**config.mk**
```make
export PLATFORM = sky130hd
export DESIGN_NAME = key_matrix_debounce_events_unit
export DESIGN_NICKNAME = d
export VERILOG_FILES = /design/src/rtl/kmd_pkg.sv /design/src/rtl/kmd_stable_cmp.sv /design/src/rtl/kmd_key_state.sv /design/src/rtl/key_matrix_debounce_events_unit.sv
export SDC_FILE = /design/constraint.sdc
export NUM_CORES = 1
export LEC_CHECK = 0
export ABC_AREA = 1
export BUFFER_PORTS_ARGS = -buffer_cell sky130_fd_sc_hd__clkbuf_2
export CORE_AREA = 2 2 239 264
export DETAILED_ROUTE_END_ITERATION = 10
export DIE_AREA = 0 0 241 266
export PLACE_DENSITY = 0.75
export SYNTH_ARGS = -nofsm -noshare
export SYNTH_HDL_FRONTEND = slang
export SYNTH_HIERARCHICAL = 1
export SYNTH_SLANG_ARGS = --single-unit
export TNS_END_PERCENT = 30
```
**constraint.sdc**
```tcl
create_clock -name clk -period 9.65 [get_ports clk]
set_clock_uncertainty 0.1 [all_clocks]
set_input_delay 0 -clock clk [delete_from_list [all_inputs] [get_ports clk]]
set_output_delay 0 -clock clk [all_outputs]
set_load 0.02 [all_outputs]
```
**src/rtl/kmd_pkg.sv**
```systemverilog
// ----------------------------------------------------------------------------
// kmd_pkg
// Shared constants and types for the key matrix debounce event unit.
// ----------------------------------------------------------------------------
`default_nettype none

package kmd_pkg;

    localparam int ROW_COUNT    = 3;
    localparam int COLUMN_COUNT = 5;
    localparam int KEY_LIMIT    = 15;
    localparam int KEY_TOTAL    = ROW_COUNT * COLUMN_COUNT;
    localparam int KEY_COUNT    = (KEY_TOTAL < KEY_LIMIT) ? KEY_TOTAL : KEY_LIMIT;
    localparam int KEY_W        = (KEY_COUNT > 1) ? $clog2(KEY_COUNT) : 1;

    localparam int BITS_W     = 15;
    localparam int TIME_W     = 32;
    localparam int DEB_W      = 16;
    localparam int IDX_W      = 4;
    localparam int IN_DATA_W  = 48;
    localparam int OUT_DATA_W = 8;

    localparam logic [DEB_W-1:0] DEBOUNCE_RESET = 16'd20;

    typedef struct packed {
        logic              upd_raw;
        logic              upd_deb;
        logic [KEY_W-1:0]  idx;
        logic              level;
        logic [TIME_W-1:0] now;
    } kmd_wr_t;

    typedef struct packed {
        logic              raw;
        logic              deb;
        logic [TIME_W-1:0] change_time;
    } kmd_rd_t;

endpackage

`default_nettype wire

```
**src/rtl/kmd_stable_cmp.sv**
```systemverilog
// ----------------------------------------------------------------------------
// kmd_stable_cmp
// Shared elapsed-time unit: wrapped subtract and compare against debounce.
// ----------------------------------------------------------------------------
`default_nettype none

module kmd_stable_cmp (
    input  wire logic [kmd_pkg::TIME_W-1:0] now,
    input  wire logic [kmd_pkg::TIME_W-1:0] change_time,
    input  wire logic [kmd_pkg::DEB_W-1:0]  debounce_ms,
    output logic                            stable
);
    import kmd_pkg::*;

    logic [TIME_W-1:0] elapsed;

    assign elapsed = now - change_time;
    assign stable  = elapsed > {{(TIME_W-DEB_W){1'b0}}, debounce_ms};

endmodule

`default_nettype wire

```
**src/rtl/kmd_key_state.sv**
```systemverilog
// ----------------------------------------------------------------------------
// kmd_key_state
// Per-key raw level, debounced level and change time storage.
// ----------------------------------------------------------------------------
`default_nettype none

module kmd_key_state (
    input  wire logic                   clk,
    input  wire logic                   rst_n,
    input  wire logic [kmd_pkg::KEY_W-1:0] rd_idx,
    output kmd_pkg::kmd_rd_t            rd,
    input  wire kmd_pkg::kmd_wr_t       wr
);
    import kmd_pkg::*;

    logic [KEY_COUNT-1:0] raw_reg;
    logic [KEY_COUNT-1:0] deb_reg;
    logic [TIME_W-1:0]    time_reg [KEY_COUNT];

    always_ff @(posedge clk or negedge rst_n)
    begin
        if (!rst_n)
        begin
            raw_reg <= '0;
            deb_reg <= '0;
            for (int i = 0; i < KEY_COUNT; i++)
            begin
                time_reg[i] <= '0;
            end
        end
        else
        begin
            if (wr.upd_raw)
            begin
                raw_reg[wr.idx]  <= wr.level;
                time_reg[wr.idx] <= wr.now;
            end
            if (wr.upd_deb)
            begin
                deb_reg[wr.idx] <= wr.level;
            end
        end
    end

    assign rd.raw         = raw_reg[rd_idx];
    assign rd.deb         = deb_reg[rd_idx];
    assign rd.change_time = time_reg[rd_idx];

endmodule

`default_nettype wire

```
**src/rtl/key_matrix_debounce_events_unit.sv**
```systemverilog
// ----------------------------------------------------------------------------
// key_matrix_debounce_events_unit
// Debounces a scanned key matrix and emits press/release events per scan.
// ----------------------------------------------------------------------------
// Usage:
//   s_axis: one item per full matrix scan (pressed bits and scan time in ms).
//   m_axis: one item per debounced state change, ascending key order; tlast
//           marks the final event of a scan. A quiet scan produces no item.
//   cfg:    debounce_ms write, taken any cycle (always ready); write only
//           while idle.
// Timing: a scan walks the keys one per cycle while the output does not
//   stall, through a single shared subtract/compare unit. s_axis_tready is
//   high only between scans, so a new scan is taken only after the last one
//   is done. One event is held back so that tlast can be set; the last
//   event is pushed in the flush state once the walk ends and the output
//   slot is free.
// Stall: if m_axis_tready is low while an event must be pushed, the key walk
//   pauses; nothing is lost.
// Reset: all keys released, change times zero, debounce_ms = 20.
// ----------------------------------------------------------------------------
`default_nettype none

module key_matrix_debounce_events_unit (
    input  wire logic                          clk,
    input  wire logic                          rst_n,
    input  wire logic                          s_axis_tvalid,
    output logic                               s_axis_tready,
    // [14:0] key_pressed_bits, [46:15] now_ms, [47] zero
    input  wire logic [kmd_pkg::IN_DATA_W-1:0] s_axis_tdata,
    output logic                               m_axis_tvalid,
    input  wire logic                          m_axis_tready,
    // [3:0] key_index, [4] pressed, [7:5] zero
    output logic [kmd_pkg::OUT_DATA_W-1:0]     m_axis_tdata,
    output logic                               m_axis_tlast,
    input  wire logic                          cfg_valid,
    output logic                               cfg_ready,
    input  wire logic [kmd_pkg::DEB_W-1:0]     cfg_data
);
    import kmd_pkg::*;

    localparam logic [1:0] ST_IDLE  = 2'd0;
    localparam logic [1:0] ST_SCAN  = 2'd1;
    localparam logic [1:0] ST_FLUSH = 2'd2;

    localparam logic [KEY_W-1:0] KEY_LAST = KEY_W'(KEY_COUNT - 1);

    logic [1:0]           state_reg, state_next;
    logic [KEY_W-1:0]     k_reg, k_next;
    logic [KEY_COUNT-1:0] bits_reg, bits_next;
    logic [TIME_W-1:0]    now_reg, now_next;
    logic [DEB_W-1:0]     deb_ms_reg;
    logic                 pend_valid_reg, pend_valid_next;
    logic [KEY_W-1:0]     pend_idx_reg, pend_idx_next;
    logic                 pend_level_reg, pend_level_next;
    logic                 out_valid_reg, out_valid_next;
    logic [IDX_W-1:0]     out_idx_reg, out_idx_next;
    logic                 out_pressed_reg, out_pressed_next;
    logic                 out_last_reg, out_last_next;

    kmd_rd_t rd;
    kmd_wr_t wr;
    logic    stable;
    logic    level;
    logic    differs;
    logic    key_event;
    logic    slot_free;
    logic    stall;
    logic    push;
    logic    push_last;

    kmd_key_state u_state (
        .clk    (clk),
        .rst_n  (rst_n),
        .rd_idx (k_reg),
        .rd     (rd),
        .wr     (wr)
    );

    kmd_stable_cmp u_cmp (
        .now         (now_reg),
        .change_time (rd.change_time),
        .debounce_ms (deb_ms_reg),
        .stable      (stable)
    );

    assign level     = bits_reg[k_reg];
    assign differs   = level != rd.raw;
    assign key_event = !differs && stable && (level != rd.deb);
    assign slot_free = !out_valid_reg || m_axis_tready;
    assign stall     = key_event && pend_valid_reg && !slot_free;

    always_comb
    begin
        state_next      = state_reg;
        k_next          = k_reg;
        bits_next       = bits_reg;
        now_next        = now_reg;
        pend_valid_next = pend_valid_reg;
        pend_idx_next   = pend_idx_reg;
        pend_level_next = pend_level_reg;
        push            = 1'b0;
        push_last       = 1'b0;
        wr.upd_raw      = 1'b0;
        wr.upd_deb      = 1'b0;
        wr.idx          = k_reg;
        wr.level        = level;
        wr.now          = now_reg;

        case (state_reg)
            ST_IDLE:
            begin
                if (s_axis_tvalid)
                begin
                    bits_next       = s_axis_tdata[KEY_COUNT-1:0];
                    now_next        = s_axis_tdata[BITS_W +: TIME_W];
                    k_next          = '0;
                    pend_valid_next = 1'b0;
                    state_next      = ST_SCAN;
                end
            end
            ST_SCAN:
            begin
                if (!stall)
                begin
                    wr.upd_raw = differs;
                    wr.upd_deb = key_event;
                    if (key_event)
                    begin
                        push            = pend_valid_reg;
                        pend_valid_next = 1'b1;
                        pend_idx_next   = k_reg;
                        pend_level_next = level;
                    end
                    if (k_reg == KEY_LAST)
                    begin
                        state_next = ST_FLUSH;
                    end
                    else
                    begin
                        k_next = k_reg + 1'b1;
                    end
                end
            end
            ST_FLUSH:
            begin
                if (!pend_valid_reg)
                begin
                    state_next = ST_IDLE;
                end
                else if (slot_free)
                begin
                    push            = 1'b1;
                    push_last       = 1'b1;
                    pend_valid_next = 1'b0;
                    state_next      = ST_IDLE;
                end
            end
            default:
            begin
                state_next = ST_IDLE;
            end
        endcase
    end

    always_comb
    begin
        out_valid_next   = out_valid_reg && !m_axis_tready;
        out_idx_next     = out_idx_reg;
        out_pressed_next = out_pressed_reg;
        out_last_next    = out_last_reg;
        if (push)
        begin
            out_valid_next   = 1'b1;
            out_idx_next     = IDX_W'(pend_idx_reg);
            out_pressed_next = pend_level_reg;
            out_last_next    = push_last;
        end
    end

    always_ff @(posedge clk or negedge rst_n)
    begin
        if (!rst_n)
        begin
            state_reg      <= ST_IDLE;
            k_reg          <= '0;
            deb_ms_reg     <= DEBOUNCE_RESET;
            pend_valid_reg <= 1'b0;
            out_valid_reg  <= 1'b0;
        end
        else
        begin
            state_reg      <= state_next;
            k_reg          <= k_next;
            pend_valid_reg <= pend_valid_next;
            out_valid_reg  <= out_valid_next;
            if (cfg_valid)
            begin
                deb_ms_reg <= cfg_data;
            end
        end
    end

    always_ff @(posedge clk)
    begin
        bits_reg        <= bits_next;
        now_reg         <= now_next;
        pend_idx_reg    <= pend_idx_next;
        pend_level_reg  <= pend_level_next;
        out_idx_reg     <= out_idx_next;
        out_pressed_reg <= out_pressed_next;
        out_last_reg    <= out_last_next;
    end

    assign s_axis_tready = (state_reg == ST_IDLE);
    assign cfg_ready     = 1'b1;
    assign m_axis_tvalid = out_valid_reg;
    assign m_axis_tlast  = out_last_reg;
    assign m_axis_tdata  = {{(OUT_DATA_W-IDX_W-1){1'b0}}, out_pressed_reg, out_idx_reg};

endmodule

`default_nettype wire

```
; After elaboration in Yosys (flattened, before gate mapping)
; Index checks and enable logic that the tools add are counted.
; Widths: inputs -> output; s select.
[totals]
elab_cells = 109
inputBits = 69
output_inout_bits = 12
ff_bits = 592
[op_classes]
n_eq_ne = 11
addsub = 2
bitwise_logic = 2
n_mux = 40
order_cmp = 5
n_reduce_logical = 20
[ops]
columns = operator, n
row1 = $bwmux 480, 1
row2 = $bmux 32 s4, 1
row3 = $demux 32 s4, 1
row4 = $mux 32, 3
row5 = $gt 32x16->1, 1
row6 = $sub 32x32->32, 1
row7 = $bwmux 15, 2
row8 = $mux 1, 14
row9 = $mux 2, 7
row10 = $bmux 1 s4, 3
row11 = $mux 4, 3
row12 = $reduce_and 4->1, 3
row13 = $ne 2x2->1 const B, 5
row14 = $pmux 4 s2, 1
row15 = $logic_and 1x1->1, 7
row16 = $pmux 2 s3, 1
row17 = $ge 5x5->1 const B, 1
row18 = $lt 4x5->1 const B, 1
row19 = $lt 5x1->1 const B, 1
row20 = $not 4->5, 1
row21 = $add 4x1->4 const B, 1
row22 = $demux 1 s4, 1
row23 = $eq 4x4->1 const B, 1
row24 = $ge 4x1->1 const B, 1
row25 = 14 further kinds, 18

; Depth between registers and ports, before layout
; Gate-level depths: netlist of the first run.
[logic_depth]
depth_word = 13
mapped_depth = 40
mapped_depth_nobuf = 37

; Cells and area by module
; The synthesis of the first run kept the hierarchy.
[modules_own_cells]
columns = module, area_per_inst_um2, cells_each, instances, seq_area_each_um2
row1 = kmd_key_state, 24657.4, 3299, 1, 12762.2
row2 = key_matrix_debounce_events_unit, 3210.6, 229, 1, 2344.7
row3 = kmd_stable_cmp, 3175.5, 650, 1, 0.0

; Worst setup path before layout of the first run
; Ideal clock, no wire load.
[synth_path]
path_kind = reg2reg
startpoint = register k_reg[0]
endpoint = register u_state.deb_reg[1]
t_arrival_ps = 4640
n_path_buf = 6
slack_ps = 4777
path_stages_with_launch = 40
period_less_slack_ps = 4873
required_ps = 9417
path_cell_list = dfrtp_1 > buf_2 > inv_1 > buf_2 > buf_4 > buf_2 > nand2_1 > nand3_1 > nand3_1 > nand3_1 > nand2_1 > inv_1 > ha_1 > buf_6 > a21oi_2 > nand2_2 > nand2_2 > nand2_2 > [... 4 more ...] > nand2_1 > inv_1 > nand3_1 > nor2_1 > nand2_1 > nand2_1 > nand2_1 > nand3_1 > nor2_1 > nand2_1 > nor2_1 > nand2_1 > nand3_1 > nor2_1 > clkbuf_1 > nand3_1 > nand2_1 > o21ai_0
[synth_lines]
columns = item, line
row1 = from (decl), key_matrix_debounce_events_unit.sv:48  ; logic [KEY_W-1:0] k_reg, k_next;
row2 = from (signal assigned), key_matrix_debounce_events_unit.sv:193  ; k_reg <= k_next;
row3 = "to (signal, indexed assignment)", kmd_key_state.sv:40  ; deb_reg[wr.idx] <= wr.level;
row4 = to (decl), kmd_key_state.sv:17  ; logic [KEY_COUNT-1:0] deb_reg;

==> impl_metrics.csv, run 1 <==
group,metric,value,unit
clocking,cts_tree,"built",
place,place_congestion,0.9317,
timing,hold_violations,0,
synth,synth-xor-area-share,0.4514,%
synth,ys_ff_latch,592,
timing,rsz0062_at_grt,"no",
setup_path,worst_ep_arrival_time,6.91,ns
setup_path,crit_required,10.03,ns
timing,setup_ws,3.118,ns
synth,syn_inst,4178,
clocking,htree_levels,2,
cells_and_area,design_area,34870,sq um
timing,slew_violations,0,
global_route,antenna_found_initial,0,
timing,setup-tns-final,0,ns
die,die_h,266,um
outcome,status,"finished clean",
cells_and_area,largest_reg_flops,480,
timing,setup_viol,0,
synth,synth_edf_count,58,
die,core,61740,sq um
place,dpl_worst_slack,3.436,ns
global_route,grt_pass1_vias,25200,
synth,synthSimpleGateAreaFrac,27.23,%
synth,synth_mux_area_share,0.5804,%
timing,relSlewSlack,19.47,%
routing,drc,0,
min_path,holdCritPathClass,"in -> reg",
place,placedInstanceArea,31630,sq um
routing,vias,26610,
cells_and_area,area_growth,12.34,%
routing,routed_wl,83.85,mm
cells_and_area,nFillCells,5578,
clocking,cts_buffers,61,
synth,synth_compound_area_share,8.927,%
synth,synth-async-reset-ratio,90.20,%
synth,ys_types,44,
cells_and_area,post_route_cells_drive_above_1_share,6.897,%
clocking,root_buffer,"clkbuf_16",
place,place.port_buffers,75,
routing,vias_per_cell,5.222,
power,p_leak,16.97,nW
place,place_hpwl,44.71,mm
setup_path,endpoint_kind,"register",
routing,drtIter0Drc,2602,
synth,avgSynthCellArea,7.430,sq um
synth,synth_seq_area_share,48.66,%
setup_path,max_stage_delay,0.80,ns
setup_path,cp_max_fo,124,
synth,synth_top_family_by_area,"simple AND/OR/NAND/NOR gates",
routing,post_drt_wl_per_cell,16.45,um
setup_path,slowest_stage,"buf_4",
synth,synth_fa_ha_area_share,2.201,%
die,dieArea,64110,sq um
global_route,grtUsageTotal,26.37,%
timing,max_freq,153.1,MHz
power,peakVddDrop,248.2,uV
cells_and_area,antenna_cells_inserted,0,
setup_path,cp-start-kind,"register",
setup_path,cp.buffers_inverters,4,
global_route,grt_max_degree,186,
setup_path,critPathMostFrequentCell,"nand2_1",
cells_and_area,nets,4340,
timing,period_minus_slack,6.532,ns
die,start_util,50.28,%
clocking,clk_pin_slew_worst_paths,0.07,ns
clocking,clockBufferDepth,3,
clocking,cts.sinks,592,
synth,syn_area,31040,sq um
routing,detail-route-antenna-nets,0,
routing,drtPass1Iterations,6,
die,ioPinCount,81,
timing,period_share,67.69,%
setup_path,setup.worst_path.class,"reg -> reg",
timing,worstMarginPinSlew,1.208,ns
global_route,grt.overflow.total,0,
synth,yosys_warnings,6,
clocking,clock_latency,0.65,ns
die,fp.dieW,241,um
run,max_cap_violations,0,
global_route,grt_pass1_wl,134.1,mm
power,p_per_area,281.4,nW/um^2
setup_path,critPathTopFamily,"simple AND/OR/NAND/NOR gates",
synth,synthFlopType,"dfrtp_1",
die,num_rows,96,
logic make-up (layout without fill, tap and decap cells):
family | Yosys count | count (layout)
AOI/OAI and AO/OA | 550 | 550
muxes | 16 | 16
DFF | 592 | 592
other | 2 | 4
buffers and inverters | 922 | 1005
xor gates and xnor gates | 16 | 16
adders and majority gates | 54 | 54
and+or+nand+nor | 2026 | 2026
per-layer routing:
layer	track usage, %	vias to the layer above	routed length [um]
li1	-	13020	-
met3	3.150	213	5319
met1	34.38	12430	34760
met2	44.14	940	40160
met5	0	-	0
met4	11.75	0	3605
worst reg2reg max path, delay by kind of cell, from the launching register on:
kind / cells / cell delay, ns
compound gates: 2 / 0.21
simple gates: 24 / 2.49
xor+xnor: 1 / 0.31
buf+inv: 4 / 1.87
fa+ha+maj: 3 / 0.88
flops: 1 / 0.52
where the power goes:
group / total [W] / internal (W) / switching, W
Sequential: 0.00315 / 0.00290 / 0.000255
Clock: 0.00231 / 0.00132 / 0.000992
Combinational: 0.00435 / 0.00139 / 0.00296
synth_stat cells, types with 14 or more instances:
library cell  count  area [sq um]
a21oi_1          24         120.1
buf_1            20         75.07
buf_2            95         475.5
clkbuf_1        126         473.0
dfrtp_1         532         13310
edfxtp_1         58          1742
ha_1             53         663.1
inv_1           646          2425
mux2_2           16         180.2
nand2_1        1399          5251
nand2_2          17         106.4
nand3_1         500          2502
nor2_1           64         240.2
nor2_2           14         87.58
o21ai_0         486          2432
o21ai_1          33         165.2
xor2_1           14         122.6
final timing paths:
| kind | start | to | slack [ns] | cells past startpoint |
|---|---|---|---|---|
| min | s_axis_tdata[32] | now_reg[17]$_DFFE_PP_ | 0.05 | 2 |
| min reg2reg | pend_level_reg$_DFFE_PP_ | out_pressed_reg$_DFFE_PP_ | 0.34 | 0 |
| max reg2reg | k_reg[0]$_DFFE_PN0P_ | u_state/deb_reg[12]$_DFFE_PN0P_ | 3.12 | 34 |
| min in group asynchronous | rst_n | u_state/deb_reg[9]$_DFFE_PN0P_ | 0.44 | 4 |
| max in group asynchronous | rst_n | u_state/time_reg[292]$_DFFE_PN0P_ | 7.19 | 5 |
| max | k_reg[0]$_DFFE_PN0P_ | u_state/deb_reg[12]$_DFFE_PN0P_ | 3.12 | 34 |
layout by cell type (no fill, tap or decap), drive strengths merged, types with 3 or more instances in the layout:
master,count
a21oi,25
and2,3
buf,35
clkbuf,173
clkinv,8
conb,4
dfrtp,532
dlygate4sd3,127
edfxtp,58
ha,53
inv,661
mux2,16
nand2,1416
nand3,506
nand4,10
nor2,80
nor3,6
o21ai,519
or2,3
xor2,14
final cells by class:
type | instances | area (sq um) | area share, %
Sequential cell | 592 | 15120 | 43.36
Multi-Input combinational cell | 2666 | 12330 | 35.36
Inverter | 660 | 2487 | 7.133
Timing Repair Buffer | 236 | 1944 | 5.575
Clock buffer | 99 | 1841 | 5.278
Tap cell | 833 | 1042 | 2.989
Clock inverter | 10 | 108.9 | 0.3121
per-stage QoR:
stage | utilization, % | instances | total power (W) | hold slack (ns)
after global routing | 56.49 | 5096 | 0.01054 | 0.04272
after floorplan | - | 4180 | 0.006278 | -0.3956
after detailed placement | 51.22 | 4859 | 0.007373 | -0.1312
after CTS | 56.49 | 5096 | 0.009746 | 0.03026
after global placement | 51.22 | 4859 | 0.007299 | -0.1392
final | 56.49 | 5096 | 0.009814 | 0.04734
timing repair:
action / 4_1_cts / 5_1_grt
hold endpoints to repair: 312 / 0
resized for setup: 0 / 0
hold buffers: 128 / 0
setup buffers: 0 / 0
No activity file was read; power rests on OpenSTA's default activity.
==> run 2: changes to the inputs <==
==> constraint.sdc (replaced) <==
create_clock -name clk -period 6.2 [get_ports clk]
set_clock_uncertainty 0.1 [all_clocks]
set_input_delay 0 -clock clk [delete_from_list [all_inputs] [get_ports clk]]
set_output_delay 0 -clock clk [all_outputs]
set_load 0.02 [all_outputs]
==> impl_metrics.csv, run 2 (synthesized netlist as in run 1, its figures left out) <==
group,metric,value,unit
clocking,post_cts_buffers,0,
timing,setup_ws,0.5136,ns
die,fp.dieW,241,um
clocking,root_buffer,"clkbuf_16",
timing,period_minus_slack,5.686,ns
timing,relSlewSlack,18.05,%
cells_and_area,area_growth,12.85,%
setup_path,slowest_stage,"dfrtp_4",
timing,worstMarginPinSlew,1.229,ns
clocking,clockBufferDepth,3,
setup_path,setup.worst_path.class,"reg -> reg",
die,start_util,50.28,%
timing,setup_viol,0,
timing,slew_violations,0,
cells_and_area,largest_reg_flops,480,
die,dieArea,64110,sq um
global_route,grt_pass1_vias,25490,
setup_path,cp.buffers_inverters,6,
cells_and_area,nets,4353,
cells_and_area,layout_commonest_cell,"nand2_1",
routing,drtIter0Drc,2687,
routing,vias_per_cell,5.261,
setup_path,critPathMostFrequentCell,"nand2_1",
min_path,hp-start,"s_axis_tdata[31]",
place,place_congestion,0.9462,
run,max_cap_violations,0,
power,p_per_area,435.1,nW/um^2
timing,max_freq,175.9,MHz
setup_path,cp_max_fo,47,
routing,detail-route-antenna-nets,0,
cells_and_area,layout_common_cells,"1391 x nand2_1, 644 x inv_1, 528 x dfrtp_1",
timing,rsz0062_at_grt,"no",
die,core,61740,sq um
global_route,grt_max_degree,153,
clocking,cts_buffers,61,
place,place.port_buffers,75,
setup_path,worst_ep_arrival_time,6.07,ns
timing,hold_violations,0,
place,dpl_worst_slack,0.5591,ns
setup_path,endpoint_kind,"register",
timing,period_share,91.72,%
cells_and_area,nFillCells,5620,
global_route,grtUsageTotal,27.05,%
routing,post_drt_wl_per_cell,16.70,um
routing,vias,26900,
clocking,clk_pin_slew_worst_paths,0.07,ns
setup_path,max_stage_delay,0.66,ns
global_route,antenna_found_initial,1,
die,ioPinCount,81,
min_path,holdCritPathClass,"in -> reg",
clocking,htree_levels,2,
die,num_rows,96,
setup_path,cp-start-kind,"register",
global_route,grt.overflow.total,0,
timing,setup-tns-final,0,ns
setup_path,crit_required,6.59,ns
cells_and_area,post_route_cells_drive_above_1_share,7.128,%
outcome,status,"finished clean",
setup_path,critPathTopFamily,"simple AND/OR/NAND/NOR gates",
clocking,clock_latency,0.64,ns
setup_path,critPathLaunch,"k_reg[1]$_DFFE_PN0P_",
routing,routed_wl,85.36,mm
routing,drc,0,
power,peakVddDrop,291.2,uV
global_route,grt_pass1_wl,137.2,mm
clocking,cts.sinks,592,
clocking,cts_tree,"built",
setup_path,timing.rr.start,"k_reg[1]$_DFFE_PN0P_",
routing,drtPass1Iterations,6,
power,p_leak,17.04,nW
place,place_hpwl,48.14,mm
die,die_h,266,um
run 2: cell count changes in the layout (fill, tap and decap cells not counted), sizes merged:
cell	previous run	this run
buf	35	50
clkbuf	173	176
clkinvlp	0	2
dlygate4sd3	127	125
bufinv	1	0
diode	0	1
inv	661	660
run 2: cell type report:
class / count / area [sq um] / area share [%]
antenna: 1 / 2.502 / 0.007143
clock buffer: 102 / 1812 / 5.172
clock inverter: 10 / 66.31 / 0.1893
inverter: 660 / 2492 / 7.115
multi-input combinational: 2666 / 12330 / 35.20
sequential: 592 / 15120 / 43.16
tap: 833 / 1042 / 2.975
timing repair buffer: 249 / 2166 / 6.183
run 2: worst reg2reg max path: cells and delay by family, from the launching register on:
family,cells,cell delay [ns]
AO/OA/AOI/OAI,1,0.08
buffers and inverters,6,1.74
adder cells (fa/ha/maj),1,0.43
flip-flops,1,0.66
AND/OR/NAND/NOR,20,2.53
run 2: report_power, final:
part	internal, W	switching, W	leakage, nW
Sequential	0.00451	0.000390	7.84
Combinational	0.00219	0.00464	8.29
Clock	0.00198	0.00154	0.910
Total	0.00868	0.00656	17.0
run 2: final timing paths:
check                                               endpoint  slack, ns  cells past startpoint
max                          u_state/deb_reg[12]$_DFFE_PN0P_       0.51                     28
min                                    now_reg[16]$_DFFE_PP_       0.04                      2
max reg2reg                  u_state/deb_reg[12]$_DFFE_PN0P_       0.51                     28
min reg2reg                        out_pressed_reg$_DFFE_PP_       0.33                      0
max in group asynchronous  u_state/time_reg[358]$_DFFE_PN0P_       4.67                      4
min in group asynchronous    u_state/deb_reg[12]$_DFFE_PN0P_       0.49                      4
run 2: repair_timing:
action,CTS,global route
endpoints found under the hold margin,433,0
hold buffers,126,0
endpoints found under the setup margin,0,3
resized for setup,0,2
run 2: routing by layer:
metal  up-vias  part of all wire [%]  track usage, %
li1      13040                     -               -
met1     12660                    41           35.71
met2       973                    48           44.74
met3       227                   6.1           3.005
met4         0                   4.7           12.43
met5         -                     0               0
run 2: stage by stage:
| stage | total power [W] | hold slack, ns | std cells | area, sq um | utilization [%] |
|---|---|---|---|---|---|
| after global placement | 0.01140 | -0.07475 | 4874 | 31860 | 51.61 |
| after floorplan | 0.009771 | -0.3956 | 4180 | 31050 | - |
| after detailed placement | 0.01155 | -0.06887 | 4874 | 31860 | 51.61 |
| after global routing | 0.01640 | 0.04105 | 5113 | 35030 | 56.74 |
| after CTS | 0.01515 | 0.002337 | 5112 | 35020 | 56.72 |
| final | 0.01524 | 0.04427 | 5113 | 35030 | 56.74 |
